[config.mk]
export PLATFORM = sky130hd
export DESIGN_NAME = ares_slope
export DESIGN_NICKNAME = d
export VERILOG_FILES = /design/src/hdl/ares_pkg.sv /design/src/hdl/ares_slope.sv
export SDC_FILE = /design/constraint.sdc
export NUM_CORES = 2
export LEC_CHECK = 0
export BUFFER_PORTS_ARGS = -buffer_cell sky130_fd_sc_hd__buf_2
export CAP_MARGIN = 40
export CORE_MARGIN = 2
export CORE_UTILIZATION = 49
export DETAILED_ROUTE_END_ITERATION = 6
export HOLD_SLACK_MARGIN = 0.02
export PLACE_DENSITY = 0.72
export SYNTH_ARGS = -nofsm -noshare
export SYNTH_HDL_FRONTEND = slang
export SYNTH_SLANG_ARGS = --single-unit
[constraint.sdc]
create_clock -name clk -period 37.9 [get_ports clk]
set_clock_uncertainty 0.2 [all_clocks]
set_input_delay 5.685 -clock clk [delete_from_list [all_inputs] [get_ports clk]]
set_output_delay 5.685 -clock clk [all_outputs]
set_load 0.01 [all_outputs]
[src/hdl/ares_pkg.sv]
// Shared types, constants and arithmetic helpers for the angle and rate estimator.
`default_nettype none

package ares_pkg;

  // Field widths
  localparam int COUNT_W   = 21;
  localparam int CENTER_W  = 13;
  localparam int HEADING_W = 24;
  localparam int ANGLE_W   = 26;
  localparam int RATE_W    = 30;
  localparam int TARGET_W  = ANGLE_W + 1;

  // Window and encoder geometry
  localparam int WINDOW_LEN      = 10;
  localparam int HALF_LEN        = WINDOW_LEN / 2;
  localparam int COUNTS_PER_TURN = 8192;
  localparam int CPT_LOG2        = $clog2(COUNTS_PER_TURN);

  // Count to Q8 degrees: angle = (diff * 360 * 256 + CPT/2) >>> log2(CPT)
  localparam int DEG_SCALE = 360 * 256;
  localparam int DIFF_W    = COUNT_W + 1;
  localparam int PROD_W    = DIFF_W + $clog2(DEG_SCALE) + 1;
  localparam int SAT_W     = PROD_W;
  localparam logic signed [PROD_W-1:0] DEG_SCALE_K = PROD_W'(DEG_SCALE);
  localparam logic signed [PROD_W-1:0] HALF_TURN_K = PROD_W'(COUNTS_PER_TURN / 2);

  // Saturation limits
  localparam logic signed [SAT_W-1:0] ANGLE_MAX_K = SAT_W'(2**(ANGLE_W-1) - 1);
  localparam logic signed [SAT_W-1:0] ANGLE_MIN_K = -(SAT_W'(2**(ANGLE_W-1)));
  localparam logic signed [SAT_W-1:0] RATE_MAX_K  = SAT_W'(2**(RATE_W-1) - 1);
  localparam logic signed [SAT_W-1:0] RATE_MIN_K  = -(SAT_W'(2**(RATE_W-1)));

  // Smoothing filter: floor(w / 5) by reciprocal, w biased to stay positive
  localparam int          FILT_NUM_W  = 31;
  localparam int          FILT_BIAS   = 2**28;
  localparam int          FILT_OFFSET = 5 * FILT_BIAS;
  localparam logic [31:0] FILT_RECIP  = 32'hCCCC_CCCD;
  localparam int          FILT_SHIFT  = 34;
  localparam int          FILT_Q_W    = 64 - FILT_SHIFT;

  // Slope: floor(acc / 33) by reciprocal, acc biased by 33 * 2^26
  localparam int          ACC_W        = 32;
  localparam int          SLOPE_BIAS   = 2**26;
  localparam logic [32:0] SLOPE_OFFSET = 33'd2214592512;
  localparam logic [31:0] SLOPE_RECIP  = 32'hF83E_0F84;
  localparam int          SLOPE_SHIFT  = 37;
  localparam int          SLOPE_Q_W    = 64 - SLOPE_SHIFT;
  localparam int          REM_W        = 6;
  localparam int          SLOPE_DIV    = 33;

  // Register indexes on the configuration port
  localparam logic [1:0] REG_PITCH_CENTER = 2'd0;
  localparam logic [1:0] REG_YAW_CENTER   = 2'd1;
  localparam logic [1:0] REG_HEADING_NEG  = 2'd2;

  typedef logic signed [COUNT_W-1:0]   count_t;
  typedef logic        [CENTER_W-1:0]  center_t;
  typedef logic signed [HEADING_W-1:0] heading_t;
  typedef logic signed [ANGLE_W-1:0]   angle_t;
  typedef logic signed [TARGET_W-1:0]  target_t;
  typedef logic signed [RATE_W-1:0]    rate_t;
  typedef angle_t [WINDOW_LEN-1:0]     window_t;

  typedef struct packed {
    center_t pitch_center;
    center_t yaw_center;
    logic    heading_negate;
  } cfg_t;

  function automatic angle_t sat_angle(input logic signed [SAT_W-1:0] v);
    logic signed [SAT_W-1:0] c;
    if (v > ANGLE_MAX_K) c = ANGLE_MAX_K;
    else if (v < ANGLE_MIN_K) c = ANGLE_MIN_K;
    else c = v;
    return c[ANGLE_W-1:0];
  endfunction

  function automatic rate_t sat_rate(input logic signed [SAT_W-1:0] v);
    logic signed [SAT_W-1:0] c;
    if (v > RATE_MAX_K) c = RATE_MAX_K;
    else if (v < RATE_MIN_K) c = RATE_MIN_K;
    else c = v;
    return c[RATE_W-1:0];
  endfunction

  // Encoder count relative to center, scaled to Q8 degrees, rounded half up
  function automatic angle_t count_to_angle(input count_t count, input center_t center);
    logic signed [DIFF_W-1:0] diff;
    logic signed [PROD_W-1:0] prod;
    diff = DIFF_W'(count) - $signed({1'b0, center});
    prod = PROD_W'(diff) * DEG_SCALE_K + HALF_TURN_K;
    return sat_angle(SAT_W'(prod >>> CPT_LOG2));
  endfunction

  // floor((10 * r + 16) / 33) for a remainder r below 33
  function automatic logic [3:0] frac_round(input logic [REM_W-1:0] r);
    logic [9:0] n;
    logic [3:0] c;
    n = 10'(r) * 10'd10 + 10'd16;
    c = 4'd0;
    for (int k = 1; k <= 10; k++) begin
      if (n >= 10'(SLOPE_DIV * k)) c = c + 4'd1;
    end
    return c;
  endfunction

endpackage

`default_nettype wire

[src/hdl/ares_slope.sv]
// Least-squares slope over both windows: weighted sum, reciprocal divide, rounding.
`default_nettype none

module ares_slope import ares_pkg::*; (
  input  wire     clk,
  input  wire     rst,
  input  wire     in_valid,
  output logic    in_ready,
  input  window_t pitch_win,
  input  window_t yaw_win,
  output logic    out_valid,
  input  wire     out_ready,
  output angle_t  pitch_angle,
  output rate_t   pitch_rate,
  output angle_t  yaw_angle,
  output rate_t   yaw_rate
);

  localparam int LAST = WINDOW_LEN - 1;

  // Stage valids: terms, biased sum, quotient
  logic v1, v2, v3;
  logic rdy1, rdy2, rdy3, rdy4;

  window_t                 win [2];
  logic signed [ACC_W-1:0] term_c [2][HALF_LEN];
  logic signed [ACC_W-1:0] term   [2][HALF_LEN];
  logic        [31:0]      u_c    [2];
  logic        [31:0]      u      [2];
  logic        [SLOPE_Q_W-1:0] q_c [2];
  logic        [SLOPE_Q_W-1:0] q   [2];
  logic        [REM_W-1:0] ulow   [2];
  logic        [REM_W-1:0] rem    [2];
  rate_t                   rate_c [2];
  angle_t                  a1 [2];
  angle_t                  a2 [2];
  angle_t                  a3 [2];

  assign win[0] = pitch_win;
  assign win[1] = yaw_win;

  assign rdy4     = !out_valid || out_ready;
  assign rdy3     = !v3 || rdy4;
  assign rdy2     = !v2 || rdy3;
  assign rdy1     = !v1 || rdy2;
  assign in_ready = rdy1;

  // Pair symmetric taps: acc = sum (2k+1) * (x[5+k] - x[4-k])
  always_comb begin
    logic signed [ANGLE_W:0] d;
    for (int l = 0; l < 2; l++) begin
      for (int k = 0; k < HALF_LEN; k++) begin
        d = (ANGLE_W+1)'($signed(win[l][HALF_LEN+k])) -
            (ANGLE_W+1)'($signed(win[l][HALF_LEN-1-k]));
        term_c[l][k] = ACC_W'(d) * ACC_W'(2 * k + 1);
      end
    end
  end

  // Sum the terms and bias so the quotient stays positive
  always_comb begin
    logic signed [ACC_W-1:0] acc;
    logic        [32:0]      ub;
    for (int l = 0; l < 2; l++) begin
      acc = '0;
      for (int k = 0; k < HALF_LEN; k++) begin
        acc = acc + term[l][k];
      end
      ub     = 33'(acc) + SLOPE_OFFSET;
      u_c[l] = ub[31:0];
    end
  end

  // floor(u / 33) by reciprocal multiply
  always_comb begin
    logic [63:0] prod;
    for (int l = 0; l < 2; l++) begin
      prod   = 64'(u[l]) * 64'(SLOPE_RECIP);
      q_c[l] = prod[63:SLOPE_SHIFT];
    end
  end

  // rate = 10 * floor(acc / 33) + floor((10 * rem + 16) / 33)
  always_comb begin
    logic signed [31:0] base;
    logic signed [31:0] r32;
    for (int l = 0; l < 2; l++) begin
      rem[l]    = ulow[l] - (q[l][REM_W-1:0] + {q[l][0], 5'b0});
      base      = 32'($signed({1'b0, q[l]})) - 32'(SLOPE_BIAS);
      r32       = base * 32'sd10 + 32'(frac_round(rem[l]));
      rate_c[l] = sat_rate(SAT_W'(r32));
    end
  end

  // Advance valids
  always_ff @(posedge clk) begin
    if (rst) begin
      v1        <= 1'b0;
      v2        <= 1'b0;
      v3        <= 1'b0;
      out_valid <= 1'b0;
    end else begin
      if (rdy1) v1 <= in_valid;
      if (rdy2) v2 <= v1;
      if (rdy3) v3 <= v2;
      if (rdy4) out_valid <= v3;
    end
  end

  // Payload registers
  always_ff @(posedge clk) begin
    for (int l = 0; l < 2; l++) begin
      if (in_valid && rdy1) begin
        term[l] <= term_c[l];
        a1[l]   <= win[l][LAST];
      end
      if (v1 && rdy2) begin
        u[l]  <= u_c[l];
        a2[l] <= a1[l];
      end
      if (v2 && rdy3) begin
        q[l]    <= q_c[l];
        ulow[l] <= u[l][REM_W-1:0];
        a3[l]   <= a2[l];
      end
    end
    if (v3 && rdy4) begin
      pitch_angle <= a3[0];
      pitch_rate  <= rate_c[0];
      yaw_angle   <= a3[1];
      yaw_rate    <= rate_c[1];
    end
  end

  a_rem: assert property (@(posedge clk) disable iff (rst)
    v3 |-> rem[0] < REM_W'(SLOPE_DIV) && rem[1] < REM_W'(SLOPE_DIV))
    else $error("slope remainder out of range");

endmodule

`default_nettype wire

==> flow_summary.json <==
{
  "cts_hold_buffers": 0,
  "grt_setup_unrepaired": "no",
  "cts.sinks": 704,
  "firstDrtPassIters": 6,
  "routabilityCongestion": 0.967,
  "r2r_slack_ns": 26.01,
  "fmax_ghz": 0.0784,
  "synth_top_cell_by_area": "ha_1",
  "wirelength_um": 231000,
  "io_buffers": 637,
  "cp_top_family": "simple AND/OR/NAND/NOR gates",
  "core_area_um2": 187000,
  "via_per_inst": 5.35,
  "nets": 13000,
  "cts_tree": "done",
  "synthFlopType": "edfxtp_1",
  "yosys_warnings": 0,
  "netlist_instances": 9105,
  "cp-startpoint": "out_ready",
  "slowest_delay_ns": 0.43,
  "synth_edf_count": 700,
  "hold_path_class": "register to register",
  "setup_violations": 0,
  "start_util": 0.492,
  "rr_endpoint": "pitch_rate[18]",
  "timing.final.crit_period_ns": 12.75,
  "critPathKind": "primary input to output pin",
  "multiInputGateArea_um2": 63400,
  "grt_overflow_total": 0,
  "seqCellArea_um2": 21100,
  "synth_fp_nets": 12300,
  "clock_latency_ns": 0.73,
  "regToRegStartpoint": "q[0][0]",
  "finish.utilization": 0.543,
  "seq_area_frac_synth": 0.229,
  "drtAntennaViolNets": 0,
  "hold_start": "a3[0][41]",
  "crit_required_ns": 32.01,
  "holdPathStages": 0,
  "ys_types": 114,
  "hpwlAfterDp_um": 199000,
  "slew_headroom": 0.339,
  "syn_to_final_growth_pct": 10.3,
  "grt_pass1_wl_um": 364000,
  "detail_route.wl_per_cell_um": 18.7,
  "hold_slack_ns": 0.211,
  "path_cells": "buf_2, nor2b_1, and3_1, nand2_1, buf_2",
  "outcome": "finished, final reports clean",
  "drive_gt1_frac": 0.0917,
  "path_buf_inv": 2,
  "synth_seq_cells": 704,
  "reg2regPathDepth": 49,
  "grt_pass1_vias": 67700,
  "vias": 66200,
  "tightest_slew_ns": 0.992,
  "root_buffer": "clkbuf_16",
  "ctsResizeCount": 0,
  "drc_errors": 0,
  "die_y_um": 438,
  "htree_levels": 3,
  "track_usage": 0.241,
  "slew_violations": 0,
  "clk_pin_slew_ns": 0.06,
  "die_area_um2": 192000,
  "grt_max_degree": 139,
  "cp-start-kind": "primary input",
  "crit_path_frequent_cell": "buf_2",
  "die-width_um": 438,
  "drv_cap": 0,
  "drt_iter0_drc": 4021,
  "ios": 638,
  "antenna_found_initial": 14,
  "final_cells": 12400,
  "syn_area_per_cell_um2": 10.1,
  "hold_end": "yaw_angle[15]",
  "cts_setup_buffers": 0,
  "cp-end-kind": "output pin",
  "row_count": 159,
  "syn_area_um2": 92200,
  "slowest_stage": "nor2b_1",
  "tns_ns": 0,
  "n_fill_cell": 16400,
  "clock_path_buffers": 3,
  "cts-buffers-inserted": 87,
  "async_flop_share": 0,
  "yosys-top-cells-area": "ha_1 (23%), edfxtp_1 (23%), fa_1 (20%)",
  "cp_max_fo": 5,
  "hold_violations": 0,
  "cp.arrival_ns": 6.86,
  "min_period_over_period": 0.336,
  "dp.cells": 12200,
  "yosysTopAreaCellShare": 0.231
}
registers in the layout, indices dropped and copies added, names as in the netlist, 26 cells and up:
signal / flops
a1: 52
a2: 52
a3: 52
pitch_angle: 26
pitch_rate: 30
q: 54
term: 302
u: 64
yaw_angle: 26
yaw_rate: 30
logic make-up after synthesis:
| family | count (synthesis) | share of synthesized area |
|---|---|---|
| AO/OA/AOI/OAI | 1523 | 0.108 |
| AND/OR/NAND/NOR | 1529 | 0.0819 |
| buffers and inverters | 2033 | 0.0833 |
| multiplexers | 24 | 0.00285 |
| XOR/XNOR | 670 | 0.0643 |
| flip-flops | 704 | 0.229 |
| adder cells (fa/ha/maj) | 2622 | 0.431 |
final cells by class:
cell class | instances | share of cell area
Inverter | 1995 | 0.0737
Multi-Input combinational cell | 6368 | 0.624
Sequential cell | 704 | 0.208
Clock buffer | 98 | 0.0225
Timing Repair Buffer | 655 | 0.0333
Tap cell | 2495 | 0.0307
Clock inverter | 65 | 0.00806
Antenna cell | 8 | 0.000197
cell usage in the layout, fill, tap and decap left out, types with 21 or more instances in the layout:
cell type  count
o211ai_1      35
or3_1         47
nand2b_1     106
ha_1        1700
and3_1        67
a41oi_1       22
clkbuf_16     90
nand3_1      143
a21boi_0      34
or2_2         26
a31o_2        21
buf_2        638
and2_1        55
nor3_1       159
o41ai_1       21
o21bai_1      53
a211oi_1      67
xor2_1       207
a21oi_1      429
o31ai_1       24
o21a_1        91
edfxtp_1     700
nor2b_1       93
nand2_1      288
nand4_1       39
nor2_1       426
fa_1         922
o21ai_0      327
a31oi_1       47
a21o_1       157
xnor2_1      457
inv_1       1994
cells in the mapped netlist, types with 9 or more instances:
library cell and n:
inv_1 1994, ha_1 1700, fa_1 922, edfxtp_1 700
xnor2_1 457, a21oi_1 430, nor2_1 426, o21ai_0 327
nand2_1 288, xor2_1 207, nor3_1 159, a21o_1 157
nand3_1 143, nand2b_1 106, nor2b_1 95, o21a_1 91
a211oi_1 67, and3_1 67, and2_1 55, o21bai_1 53
a31oi_1 47, or3_1 47, nand4_1 39, a21boi_0 35
o211ai_1 35, or2_2 26, o31ai_1 24, a41oi_1 22
a31o_2 21, o41ai_1 21, clkbuf_1 20, mux2i_1 18
o21ai_1 18, nor4_1 13, a211o_1 12, o22ai_1 12
o31a_1 11, and4_1 10, o2111ai_1 10, nand3b_1 9
nand4b_1 9, nor3b_1 9, o211a_1 9
stage by stage:
stage | cell area (µm²) | worst slack [ns]
after CTS | 102000 | 25.16
final | 102000 | 25.15
after global routing | 102000 | 24.93
after floorplan | 92200 | 13.56
after global placement | 98500 | 25.18
after detailed placement | 98500 | 25.16
how the worst max path moves through the flow:
stage                       end  cells past startpoint  slack, ns
global placement       in_ready                      5      25.18
floorplan              a1[0][0]                      3      13.56
detailed placement     in_ready                      5      25.16
CTS                    in_ready                      5      25.16
global route        yaw_rate[0]                     48      24.93
finish                 in_ready                      5      25.15
per-layer routing:
layer	vias to the layer above	part of all wire	wire (µm)	track usage
li1	32100	-	-	-
met1	32100	0.46	106000	0.337
met2	1752	0.46	105000	0.392
met4	8	0.030	6960	0.0681
met3	305	0.056	13000	0.0321
met5	-	0.00023	54	0
Power is not shown: default switching activity piles up to over one toggle a cycle in this logic, so the estimate is an artifact.
