$ cat src/hdl/ares_pkg.sv
// Shared types, constants and arithmetic helpers for the angle and rate estimator.
`default_nettype none

package ares_pkg;

  // Field widths
  localparam int COUNT_W   = 21;
  localparam int CENTER_W  = 13;
  localparam int HEADING_W = 24;
  localparam int ANGLE_W   = 26;
  localparam int RATE_W    = 30;
  localparam int TARGET_W  = ANGLE_W + 1;

  // Window and encoder geometry
  localparam int WINDOW_LEN      = 10;
  localparam int HALF_LEN        = WINDOW_LEN / 2;
  localparam int COUNTS_PER_TURN = 8192;
  localparam int CPT_LOG2        = $clog2(COUNTS_PER_TURN);

  // Count to Q8 degrees: angle = (diff * 360 * 256 + CPT/2) >>> log2(CPT)
  localparam int DEG_SCALE = 360 * 256;
  localparam int DIFF_W    = COUNT_W + 1;
  localparam int PROD_W    = DIFF_W + $clog2(DEG_SCALE) + 1;
  localparam int SAT_W     = PROD_W;
  localparam logic signed [PROD_W-1:0] DEG_SCALE_K = PROD_W'(DEG_SCALE);
  localparam logic signed [PROD_W-1:0] HALF_TURN_K = PROD_W'(COUNTS_PER_TURN / 2);

  // Saturation limits
  localparam logic signed [SAT_W-1:0] ANGLE_MAX_K = SAT_W'(2**(ANGLE_W-1) - 1);
  localparam logic signed [SAT_W-1:0] ANGLE_MIN_K = -(SAT_W'(2**(ANGLE_W-1)));
  localparam logic signed [SAT_W-1:0] RATE_MAX_K  = SAT_W'(2**(RATE_W-1) - 1);
  localparam logic signed [SAT_W-1:0] RATE_MIN_K  = -(SAT_W'(2**(RATE_W-1)));

  // Smoothing filter: floor(w / 5) by reciprocal, w biased to stay positive
  localparam int          FILT_NUM_W  = 31;
  localparam int          FILT_BIAS   = 2**28;
  localparam int          FILT_OFFSET = 5 * FILT_BIAS;
  localparam logic [31:0] FILT_RECIP  = 32'hCCCC_CCCD;
  localparam int          FILT_SHIFT  = 34;
  localparam int          FILT_Q_W    = 64 - FILT_SHIFT;

  // Slope: floor(acc / 33) by reciprocal, acc biased by 33 * 2^26
  localparam int          ACC_W        = 32;
  localparam int          SLOPE_BIAS   = 2**26;
  localparam logic [32:0] SLOPE_OFFSET = 33'd2214592512;
  localparam logic [31:0] SLOPE_RECIP  = 32'hF83E_0F84;
  localparam int          SLOPE_SHIFT  = 37;
  localparam int          SLOPE_Q_W    = 64 - SLOPE_SHIFT;
  localparam int          REM_W        = 6;
  localparam int          SLOPE_DIV    = 33;

  // Register indexes on the configuration port
  localparam logic [1:0] REG_PITCH_CENTER = 2'd0;
  localparam logic [1:0] REG_YAW_CENTER   = 2'd1;
  localparam logic [1:0] REG_HEADING_NEG  = 2'd2;

  typedef logic signed [COUNT_W-1:0]   count_t;
  typedef logic        [CENTER_W-1:0]  center_t;
  typedef logic signed [HEADING_W-1:0] heading_t;
  typedef logic signed [ANGLE_W-1:0]   angle_t;
  typedef logic signed [TARGET_W-1:0]  target_t;
  typedef logic signed [RATE_W-1:0]    rate_t;
  typedef angle_t [WINDOW_LEN-1:0]     window_t;

  typedef struct packed {
    center_t pitch_center;
    center_t yaw_center;
    logic    heading_negate;
  } cfg_t;

  function automatic angle_t sat_angle(input logic signed [SAT_W-1:0] v);
    logic signed [SAT_W-1:0] c;
    if (v > ANGLE_MAX_K) c = ANGLE_MAX_K;
    else if (v < ANGLE_MIN_K) c = ANGLE_MIN_K;
    else c = v;
    return c[ANGLE_W-1:0];
  endfunction

  function automatic rate_t sat_rate(input logic signed [SAT_W-1:0] v);
    logic signed [SAT_W-1:0] c;
    if (v > RATE_MAX_K) c = RATE_MAX_K;
    else if (v < RATE_MIN_K) c = RATE_MIN_K;
    else c = v;
    return c[RATE_W-1:0];
  endfunction

  // Encoder count relative to center, scaled to Q8 degrees, rounded half up
  function automatic angle_t count_to_angle(input count_t count, input center_t center);
    logic signed [DIFF_W-1:0] diff;
    logic signed [PROD_W-1:0] prod;
    diff = DIFF_W'(count) - $signed({1'b0, center});
    prod = PROD_W'(diff) * DEG_SCALE_K + HALF_TURN_K;
    return sat_angle(SAT_W'(prod >>> CPT_LOG2));
  endfunction

  // floor((10 * r + 16) / 33) for a remainder r below 33
  function automatic logic [3:0] frac_round(input logic [REM_W-1:0] r);
    logic [9:0] n;
    logic [3:0] c;
    n = 10'(r) * 10'd10 + 10'd16;
    c = 4'd0;
    for (int k = 1; k <= 10; k++) begin
      if (n >= 10'(SLOPE_DIV * k)) c = c + 4'd1;
    end
    return c;
  endfunction

endpackage

`default_nettype wire

$ cat src/hdl/ares_angle.sv
// Stage that turns encoder counts into angles and forms the yaw target.
`default_nettype none

module ares_angle import ares_pkg::*; (
  input  wire      clk,
  input  wire      rst,
  input  cfg_t     cfg,
  input  wire      in_valid,
  output logic     in_ready,
  input  count_t   pitch_count,
  input  count_t   yaw_count,
  input  heading_t heading,
  output logic     out_valid,
  input  wire      out_ready,
  output angle_t   pitch_angle,
  output target_t  target
);

  angle_t  p_ang;
  angle_t  y_ang;
  target_t hd;
  target_t tgt;

  // Convert both counts and add the (optionally negated) heading
  always_comb begin
    p_ang = count_to_angle(pitch_count, cfg.pitch_center);
    y_ang = count_to_angle(yaw_count, cfg.yaw_center);
    hd    = cfg.heading_negate ? -(TARGET_W'(heading)) : TARGET_W'(heading);
    tgt   = hd + TARGET_W'(y_ang);
  end

  assign in_ready = !out_valid || out_ready;

  // Hold the beat until the next stage takes it
  always_ff @(posedge clk) begin
    if (rst) begin
      out_valid <= 1'b0;
    end else if (in_ready) begin
      out_valid <= in_valid;
    end
  end

  always_ff @(posedge clk) begin
    if (in_valid && in_ready) begin
      pitch_angle <= p_ang;
      target      <= tgt;
    end
  end

endmodule

`default_nettype wire

$ cat config.mk
export PLATFORM = sky130hd
export DESIGN_NAME = ares_angle
export DESIGN_NICKNAME = d
export VERILOG_FILES = /design/src/hdl/ares_pkg.sv /design/src/hdl/ares_angle.sv
export SDC_FILE = /design/constraint.sdc
export NUM_CORES = 1
export LEC_CHECK = 0
export BUFFER_PORTS_ARGS = -buffer_cell sky130_fd_sc_hd__buf_2
export CAP_MARGIN = 20
export CORE_ASPECT_RATIO = 0.7
export CORE_MARGIN = 2
export CORE_UTILIZATION = 25
export DETAILED_ROUTE_END_ITERATION = 8
export REMOVE_ABC_BUFFERS = 1
export SYNTH_ARGS = -nofsm -noshare
export SYNTH_HDL_FRONTEND = slang
export SYNTH_SLANG_ARGS = --single-unit
$ cat constraint.sdc
create_clock -name clk -period 10.2 [get_ports clk]
set_input_delay 0.51 -clock clk [delete_from_list [all_inputs] [get_ports clk]]
set_output_delay 0.51 -clock clk [all_outputs]
set_load 0.02 [all_outputs]
==> results.tsv, run 1 <==
metric	value	unit
status	finished, violations left	
failing checks	DRC	
unrepaired setup endpoints after global routing	true	
Port Buf Inserts	151	
largest net degree at the start of global routing	45	
CP arrival	9.83	ns
vias post-DR	11502	
I/O pin cnt	152	
post-detailed-route via-to-cell ratio	4.73	
post-placement cell area	14800	µm²
clk_skew	0.00653	ns
clk buf depth	2	
Slowest cell on crit path	fa_1	
Synth Register Bits	54	
CP max FO	8	
max cap viols	0	
Hold Vio Cnt, Final	0	
top cells by area, synth	ha_1 19%, fa_1 13%, edfxtp_1 12%	
Initial Util	0.254	
Detail Route met2 WL	13900	µm
metal3 WL	2050	µm
minimum clock period	9.76	ns
Core Util, Final	0.301	
Num CTS Buffers	5	
Period Utilization, post-route	0.957	
Layout area overhead	18.5	%
Required @ worst endpoint	10.27	ns
Sink Count	54	
DRT met1 WL	19900	µm
area of the multi-input gates	10400	µm²
vias in the first global route	10945	
Setup violations, final	0	
hold_buf cts	0	
Clock Pin Slew Worst Setup and Hold Paths	0.08	ns
ys flop type	edfxtp_1	
gr usage total	0.133	
CP Class	in -> reg	
gr ovfl total	0	
initial antenna violation count	7	
Max Clock Freq	102	MHz
DRC Markers	14	
final slew viol count	0	
Worst Tran Pin Value	0.889	ns
mapped cell area	12900	µm²
Detailed Route Iter0 Violations	636	
Die Ht	194	µm
post-detailed-placement half-perimeter wirelength	30800	µm
share of layout cells above drive strength 1	0.179	
global-route wire length before repair	57500	µm
Netlist cell types	95	
Avg WL per Cell	14.8	µm
Seq/Total Area, Yosys	0.125	
die width	276	µm
YS warnings	0	
clk_lat worst skew	0.31	ns
row cnt	69	
CP Capture Type	flip-flop	
CP max stage delay	0.54	ns
total wire length	36000	µm
GP Congestion	0.895	
most frequent cell after synthesis	inv_1	
Hold Crit Class	in -> reg	
die area	53600	µm²
Initial DRT Pass Iterations	7	
Post-synth EDFFs	53	
Mapped Cells	1546	
Async SR Flop Fraction	0	
Root Buffer	clkbuf_16	
list of most frequent post-synthesis cells	267 x inv_1, 195 x ha_1, 120 x xnor2_1, 92 x nor2_1, 86 x a21oi_1	
max_slew headroom	0.408	
core area	50900	µm²
H-tree depth	2	
Post-DRT Antenna Nets	0	
most frequent CP cell	ha_1	
Mean Syn Cell Area	8.37	µm²
Synth area leader	ha_1	
CTS tree	built	
FF/Latch Area	1610	µm²
fin area	15300	µm²
Synth top area share	0.189	
CP Launch Type	input pin	
Fillers	5451	
Nets	2124	
top routing layer used	met5	
state kept, by name, indices dropped and copies added, names as in the netlist:
signal	count
target	27
pitch_angle	26
out_valid	1
logic make-up after synthesis:
family                   after synthesis  share of synthesized area
AND/OR/NAND/NOR                      384                      0.157
AO/OA/AOI/OAI                        359                      0.186
buffers and inverters                289                     0.0866
adder cells (fa/ha/maj)              287                      0.325
XOR/XNOR                             171                      0.119
flip-flops                            54                      0.125
multiplexers                           2                    0.00155
metal layers:
layer | up-vias | track usage
met5 | - | 0
met4 | 2 | 0.0106
met3 | 13 | 0.0209
met1 | 5494 | 0.220
met2 | 231 | 0.181
li1 | 5762 | -
critical path: cells and delay by family:
kind	cells	cell delay (ns)
compound gates	16	3.38
fa+ha+maj	7	2.69
simple gates	10	1.62
xor+xnor	5	0.80
buf+inv	7	0.79
what timing repair did:
| item | CTS | global route |
|---|---|---|
| endpoints found under the setup margin | 0 | 15 |
| resized for setup | 0 | 48 |
| buffers inserted | 0 | 12 |
| hold endpoints to repair | 0 | 0 |
cell type report:
type | instances | area share
well taps | 674 | 0.0550
multi-input cells | 1203 | 0.681
repair buffers | 218 | 0.0824
clock inverters | 3 | 0.00155
inverters | 267 | 0.0654
flip-flops and latches | 54 | 0.105
clock buffers | 5 | 0.00817
diodes | 6 | 0.000980
stage by stage:
step | worst slack [ns] | hold slack (ns) | TNS (ns) | cells
floorplan | 0.311 | 0.579 | 0 | 1524
global placement | 0.134 | 0.486 | 0 | 2404
detailed placement | -0.210 | 0.501 | -0.656 | 2404
CTS | 0.0561 | 0.323 | 0 | 2412
global route | -0.119 | 0.327 | -0.232 | 2428
finish | 0.439 | 0.340 | 0 | 2430
final timing paths:
path	start	end	slack, ns	cells past startpoint
hold / removal	rst	out_valid$_SDFFE_PP0N_	0.34	2
setup reg to reg	out_valid$_SDFFE_PP0N_	pitch_angle[18]$_SDFFCE_PN1P_	8.51	3
setup / recovery	cfg[2]	target[22]$_DFFE_PP_	0.44	45
hold reg to reg	out_valid$_SDFFE_PP0N_	out_valid$_SDFFE_PP0N_	0.51	2
placed cells by master (no fill, tap or decap), types with 10 or more instances in the layout:
cell type / instances
inv_1: 267
ha_1: 194
buf_2: 151
xnor2_1: 115
nor2_1: 89
fa_1: 82
a21oi_1: 81
nand2_1: 75
o21ai_0: 72
buf_4: 66
edfxtp_1: 53
xor2_1: 45
nand3_1: 33
a21o_1: 33
o21a_1: 27
nor3_1: 27
nand2b_1: 25
and3_1: 17
nor2b_1: 16
or2_2: 14
o31ai_1: 14
o21ai_2: 13
a211oi_1: 12
or3_1: 11
and2_1: 11
nand4_1: 10
o21bai_1: 10
Power of run 1 is not shown: default switching activity piles up to over one toggle a cycle in this logic, so the estimate is an artifact.
==> run 2, diff against run 1 <==
--- a/config.mk
+++ b/config.mk
@@ -6,11 +6,11 @@
 export NUM_CORES = 1
 export LEC_CHECK = 0
 export BUFFER_PORTS_ARGS = -buffer_cell sky130_fd_sc_hd__buf_2
-export CAP_MARGIN = 20
 export CORE_ASPECT_RATIO = 0.7
 export CORE_MARGIN = 2
 export CORE_UTILIZATION = 25
 export DETAILED_ROUTE_END_ITERATION = 8
+export PLACE_DENSITY = 0.48
 export REMOVE_ABC_BUFFERS = 1
 export SYNTH_ARGS = -nofsm -noshare
 export SYNTH_HDL_FRONTEND = slang
==> run 2 against run 1 <==
Net effect: the run still ends with DRC left; sequential share of layout area shrank 0.12 points; wire length up 0.14%; cell area rose by 1.2%; clock skew up 0.0045 ns; utilization is 0.36 points higher; setup slack improved by 0.16 ns; clock-buffer cell count did not move; via count down 0.17%; fmax increased by 1.7%; die area is the same.
==> results.tsv, run 2 (same netlist as run 1, synthesis figures left out) <==
metric	value	unit	change
Nets	2156		+1.5%
hold depth	2		unchanged
FF/Latch Area	1610	µm²	unchanged
die width	276	µm	unchanged
Fillers	5476		+0.46%
area of the multi-input gates	10400	µm²	-0.43%
share of layout cells above drive strength 1	0.192		+0.0131
clk_skew	0.0110	ns	+0.00452 ns
max cap viols	0		unchanged
Worst Tran Pin Value	0.790	ns	-0.0982 ns
Max Clock Freq	104	MHz	+1.7%
GP Congestion	0.836		-6.6%
max_slew headroom	0.466		+0.0586
register name with the most flops	target		
initial antenna violation count	2		-5
Num CTS Buffers	5		unchanged
die area	53600	µm²	unchanged
commonest cells after routing, fill and taps aside	267 x inv_1, 194 x ha_1, 151 x buf_2, 116 x xnor2_1, 99 x buf_4		
clk_lat worst skew	0.32	ns	about the same
CP Launch Type	input pin		
Period Utilization, post-route	0.941		-0.0160
Hold Vio Cnt, Final	0		unchanged
max FFs per register	27		unchanged
Clock Pin Slew Worst Setup and Hold Paths	0.09	ns	about the same
Post-DRT Antenna Nets	0		unchanged
Initial DRT Pass Iterations	7		unchanged
CP max FO	11		+3
Required @ worst endpoint	10.25	ns	-0.02 ns
Setup violations, final	0		unchanged
biggest regs	target: 27 flops, pitch_angle: 26 flops, out_valid: 1 flops		
status	finished, violations left		
Worst R2R Path Depth	3		unchanged
gr ovfl total	0		unchanged
Port Buf Inserts	151		unchanged
Initial Util	0.254		unchanged
vias in the first global route	10926		-0.17%
CP max stage delay	0.54	ns	about the same
clk buf depth	2		unchanged
Die Ht	194	µm	unchanged
vias post-DR	11482		-0.17%
Root Buffer	clkbuf_16		
Detailed Route Iter0 Violations	610		-4.1%
CP Capture Type	flip-flop		
I/O pin cnt	152		unchanged
H-tree depth	2		unchanged
final slew viol count	0		unchanged
r2r endpoint	pitch_angle[20]$_SDFFCE_PN1P_		
Sink Count	54		unchanged
global-route wire length before repair	58400	µm	+1.7%
row cnt	69		unchanged
worst hold path startpoint	rst		
CTS tree	built		
core area	50900	µm²	unchanged
largest net degree at the start of global routing	29		-36%
Layout area overhead	19.9	%	
reg2reg start	out_valid$_SDFFE_PP0N_		
Slowest cell on crit path	fa_1		
Hold Crit Class	in -> reg		
CP Class	in -> reg		
R2R Setup Slk	8.25	ns	-0.26 ns
hold endpoint	out_valid$_SDFFE_PP0N_		
CP arrival	9.65	ns	-0.18 ns
post-detailed-placement half-perimeter wirelength	31200	µm	+1.4%
gr usage total	0.135		+0.00232
failing checks	DRC		
commonest non-fill, non-tap cell in the layout	inv_1		
post-detailed-route via-to-cell ratio	4.67		-1.3%
Avg WL per Cell	14.7	µm	-1.0%
WHS	0.329	ns	-0.0113 ns
DRC Markers	7		-7
total wire length	36100	µm	+0.14%
minimum clock period	9.60	ns	-0.163 ns
-- run 2: changes by cell type in the layout (fill, tap and decap cells not counted), moves of 2 or more --
cell / change
buf_4: +33
nor3_1: +2
o21ai_1: -2
diode_2: -4
nor3_2: -2
o21ai_0: +2
-- run 2: critical path: cells and delay by family --
| family | cells | cell delay, ns |
|---|---|---|
| compound gates | 15 | 3.13 |
| xor+xnor | 5 | 0.83 |
| fa+ha+maj | 7 | 2.56 |
| buf+inv | 9 | 1.11 |
| simple gates | 7 | 1.47 |
-- run 2: what timing repair did --
item	4_1_cts	5_1_grt
setup buffers	0	5
hold buffers	0	0
resized for setup	2	37
pin swaps	0	14
endpoints found under the setup margin	2	14
-- run 2: through the flow --
stage | setup TNS, ns | setup WS [ns] | instances | cell area [µm²] | util
detailed placement | -1.25 | -0.334 | 2443 | 15100 | 0.297
CTS | 0 | 0.0645 | 2451 | 15300 | 0.300
global placement | -0.125 | -0.0695 | 2443 | 15100 | 0.297
floorplan | 0 | 0.311 | 1524 | 12800 | -
finish | 0 | 0.602 | 2458 | 15500 | 0.304
global route | -0.0146 | -0.0146 | 2458 | 15500 | 0.304
-- run 2: cell type report --
type | count | share of cell area
clock inverters | 3 | 0.00153
flip-flops and latches | 54 | 0.104
inverters | 267 | 0.0646
clock buffers | 5 | 0.00807
diodes | 2 | 0.000323
well taps | 674 | 0.0544
repair buffers | 250 | 0.0967
multi-input cells | 1203 | 0.670
-- run 2: per-layer routing --
layer	GRT usage	wire, µm	vias up
met3	0.0184	1480	6
li1	-	-	5813
met4	0.0114	93	0
met1	0.230	21200	5481
met5	0	0	-
met2	0.178	13300	182
-- run 2: how the worst max path moves through the flow --
stage / start / depth (start not counted) / slack, ns / endpoint
after floorplan: cfg[3] / 40 / 0.31 / target[22]$_DFFE_PP_
after global placement: cfg[2] / 45 / -0.07 / target[26]$_DFFE_PP_
after detailed placement: cfg[2] / 45 / -0.33 / target[26]$_DFFE_PP_
after CTS: yaw_count[0] / 44 / 0.06 / target[26]$_DFFE_PP_
after global routing: cfg[10] / 45 / -0.01 / target[23]$_DFFE_PP_
final: cfg[3] / 43 / 0.60 / target[23]$_DFFE_PP_
Power of run 2 is left out for the same reason.
==> run 3, diff against run 2 <==
--- a/config.mk
+++ b/config.mk
@@ -7,11 +7,12 @@
 export LEC_CHECK = 0
 export BUFFER_PORTS_ARGS = -buffer_cell sky130_fd_sc_hd__buf_2
 export CORE_ASPECT_RATIO = 0.7
-export CORE_MARGIN = 2
 export CORE_UTILIZATION = 25
 export DETAILED_ROUTE_END_ITERATION = 8
+export MAX_ROUTING_LAYER = met4
 export PLACE_DENSITY = 0.48
 export REMOVE_ABC_BUFFERS = 1
+export SETUP_SLACK_MARGIN = 0.02
 export SYNTH_ARGS = -nofsm -noshare
 export SYNTH_HDL_FRONTEND = slang
 export SYNTH_SLANG_ARGS = --single-unit
==> run 3 against run 2 <==
Net effect: the run still ends with DRC left; setup slack worse by 0.12 ns; non-clock buffer count down 9; utilization is 0.089 points higher; critical endpoint is now target[26]$_DFFE_PP_; sequential cell count unchanged; register-to-register slack gained 0.17 ns; highest routed layer unchanged.
==> results.tsv, run 3 (same netlist as run 1, synthesis figures left out) <==
metric	value	unit	change
Port Buf Inserts	151		unchanged
Sink Count	54		unchanged
Hold Vio Cnt, Final	0		unchanged
CP top delay family	adder cells		
Required @ worst endpoint	10.27	ns	+0.02 ns
CP arrival	9.79	ns	+0.14 ns
Avg WL per Cell	14.5	µm	-0.92%
failing checks	DRC		
gr ovfl total	0		unchanged
global-route wire length before repair	57000	µm	-2.5%
Slowest cell on crit path	fa_1		
Setup WS pre-CTS	-0.339	ns	-0.00466 ns
Crit path buffers/inverters	7		-2
Root Buffer	clkbuf_16		
Hold Crit Class	in -> reg		
CP Launch Type	input pin		
Inst Count DP	2425		-0.74%
clk buf depth	2		unchanged
setup TNS	0	ns	unchanged
Detailed Route Iter0 Violations	756		+24%
Initial DRT Pass Iterations	7		unchanged
Layout area overhead	20.2	%	
Max Clock Freq	103	MHz	-1.2%
Fillers	5463		-0.24%
max_slew headroom	0.499		+0.0325
register name with the most flops	target		
CP max FO	8		-3
vias in the first global route	10643		-2.6%
share of layout cells above drive strength 1	0.195		+0.00267
Period Utilization, post-route	0.953		+0.0119
Post-DRT Antenna Nets	0		unchanged
CP Capture Type	flip-flop		
biggest regs	target: 27 flops, pitch_angle: 26 flops, out_valid: 1 flops		
FF/Latch Area	1610	µm²	unchanged
area of the multi-input gates	10500	µm²	+0.99%
Clock Pin Slew Worst Setup and Hold Paths	0.08	ns	about the same
final slew viol count	0		unchanged
Setup WS post-layout	0.481	ns	-0.121 ns
gr usage total	0.139		+0.00419
post-detailed-placement half-perimeter wirelength	30700	µm	-1.6%
Num CTS Buffers	5		unchanged
row cnt	69		unchanged
Finished Layout Cells	2448		-0.41%
CP Class	in -> reg		
unrepaired setup endpoints after global routing	true		
I/O pin cnt	152		unchanged
hold_buf cts	0		unchanged
commonest cells after routing, fill and taps aside	267 x inv_1, 195 x ha_1, 151 x buf_2, 114 x xnor2_1		
die width	274	µm	-0.73%
clk_lat worst skew	0.32	ns	about the same
Initial Util	0.254		unchanged
H-tree depth	2		unchanged
max cap viols	0		unchanged
CTS tree	built		
vias post-DR	11383		-0.86%
post-detailed-route via-to-cell ratio	4.65		-0.46%
commonest non-fill, non-tap cell in the layout	inv_1		
Setup violations, final	0		unchanged
core area	50900	µm²	unchanged
Die Ht	192	µm	-1.0%
DRC Markers	28		+21
largest net degree at the start of global routing	39		+34%
CP max stage delay	0.54	ns	about the same
Nets	2147		-0.42%
most frequent CP cell	ha_1		
initial antenna violation count	0		-2
Worst Tran Pin Value	0.752	ns	-0.0384 ns
clk_skew	0.00494	ns	-0.00611 ns
minimum clock period	9.72	ns	+0.121 ns
GP Congestion	0.852		+1.9%
status	finished, violations left		
die area	52700	µm²	-1.7%
total wire length	35600	µm	-1.3%
max FFs per register	27		unchanged
[run 3: cell count changes in the layout (fill, tap and decap cells not counted), sizes merged]
cell and change:
diode -1, buf -9
[run 3: worst reg2reg max path: stages (launching register included)]
cell and delay [ns]:
dfxtp_1 0.32, nand2b_1 0.10, and2_2 0.38, buf_4 0.58
[run 3: worst paths after layout]
check | from | to | slack, ns | cells after the start
setup / recovery | cfg[2] | target[26]$_DFFE_PP_ | 0.48 | 46
hold / removal | rst | out_valid$_SDFFE_PP0N_ | 0.34 | 2
setup reg to reg | out_valid$_SDFFE_PP0N_ | pitch_angle[25]$_SDFFCE_PN0P_ | 8.42 | 3
hold reg to reg | out_valid$_SDFFE_PP0N_ | out_valid$_SDFFE_PP0N_ | 0.52 | 2
[run 3: cell type report]
class | count | share of cell area
Antenna cell | 1 | 0.000161
Clock buffer | 5 | 0.00805
Clock inverter | 3 | 0.00153
Inverter | 267 | 0.0645
Multi-Input combinational cell | 1203 | 0.675
Sequential cell | 54 | 0.104
Tap cell | 674 | 0.0542
Timing Repair Buffer | 241 | 0.0929
[run 3: layer usage]
metal | routed length, µm | global-route usage
met2 | 12600 | 0.172
met5 | 0 | -
met3 | 1720 | 0.0189
met1 | 21200 | 0.233
met4 | 133 | 0.0100
[run 3: timing repair]
item	in CTS	in global routing
gates cloned	0	0
setup endpoints to repair	2	13
pin swaps	0	24
buffers inserted	0	14
gates resized for setup	3	54
[run 3: through the flow]
| step | hold WS [ns] | cell area, µm² | utilization |
|---|---|---|---|
| after global routing | 0.328 | 15500 | 0.305 |
| after detailed placement | 0.509 | 15000 | 0.294 |
| after floorplan | 0.579 | 12800 | - |
| after global placement | 0.491 | 15000 | 0.294 |
| final | 0.344 | 15500 | 0.305 |
| after CTS | 0.327 | 15200 | 0.298 |
Power of run 3 is left out for the same reason.
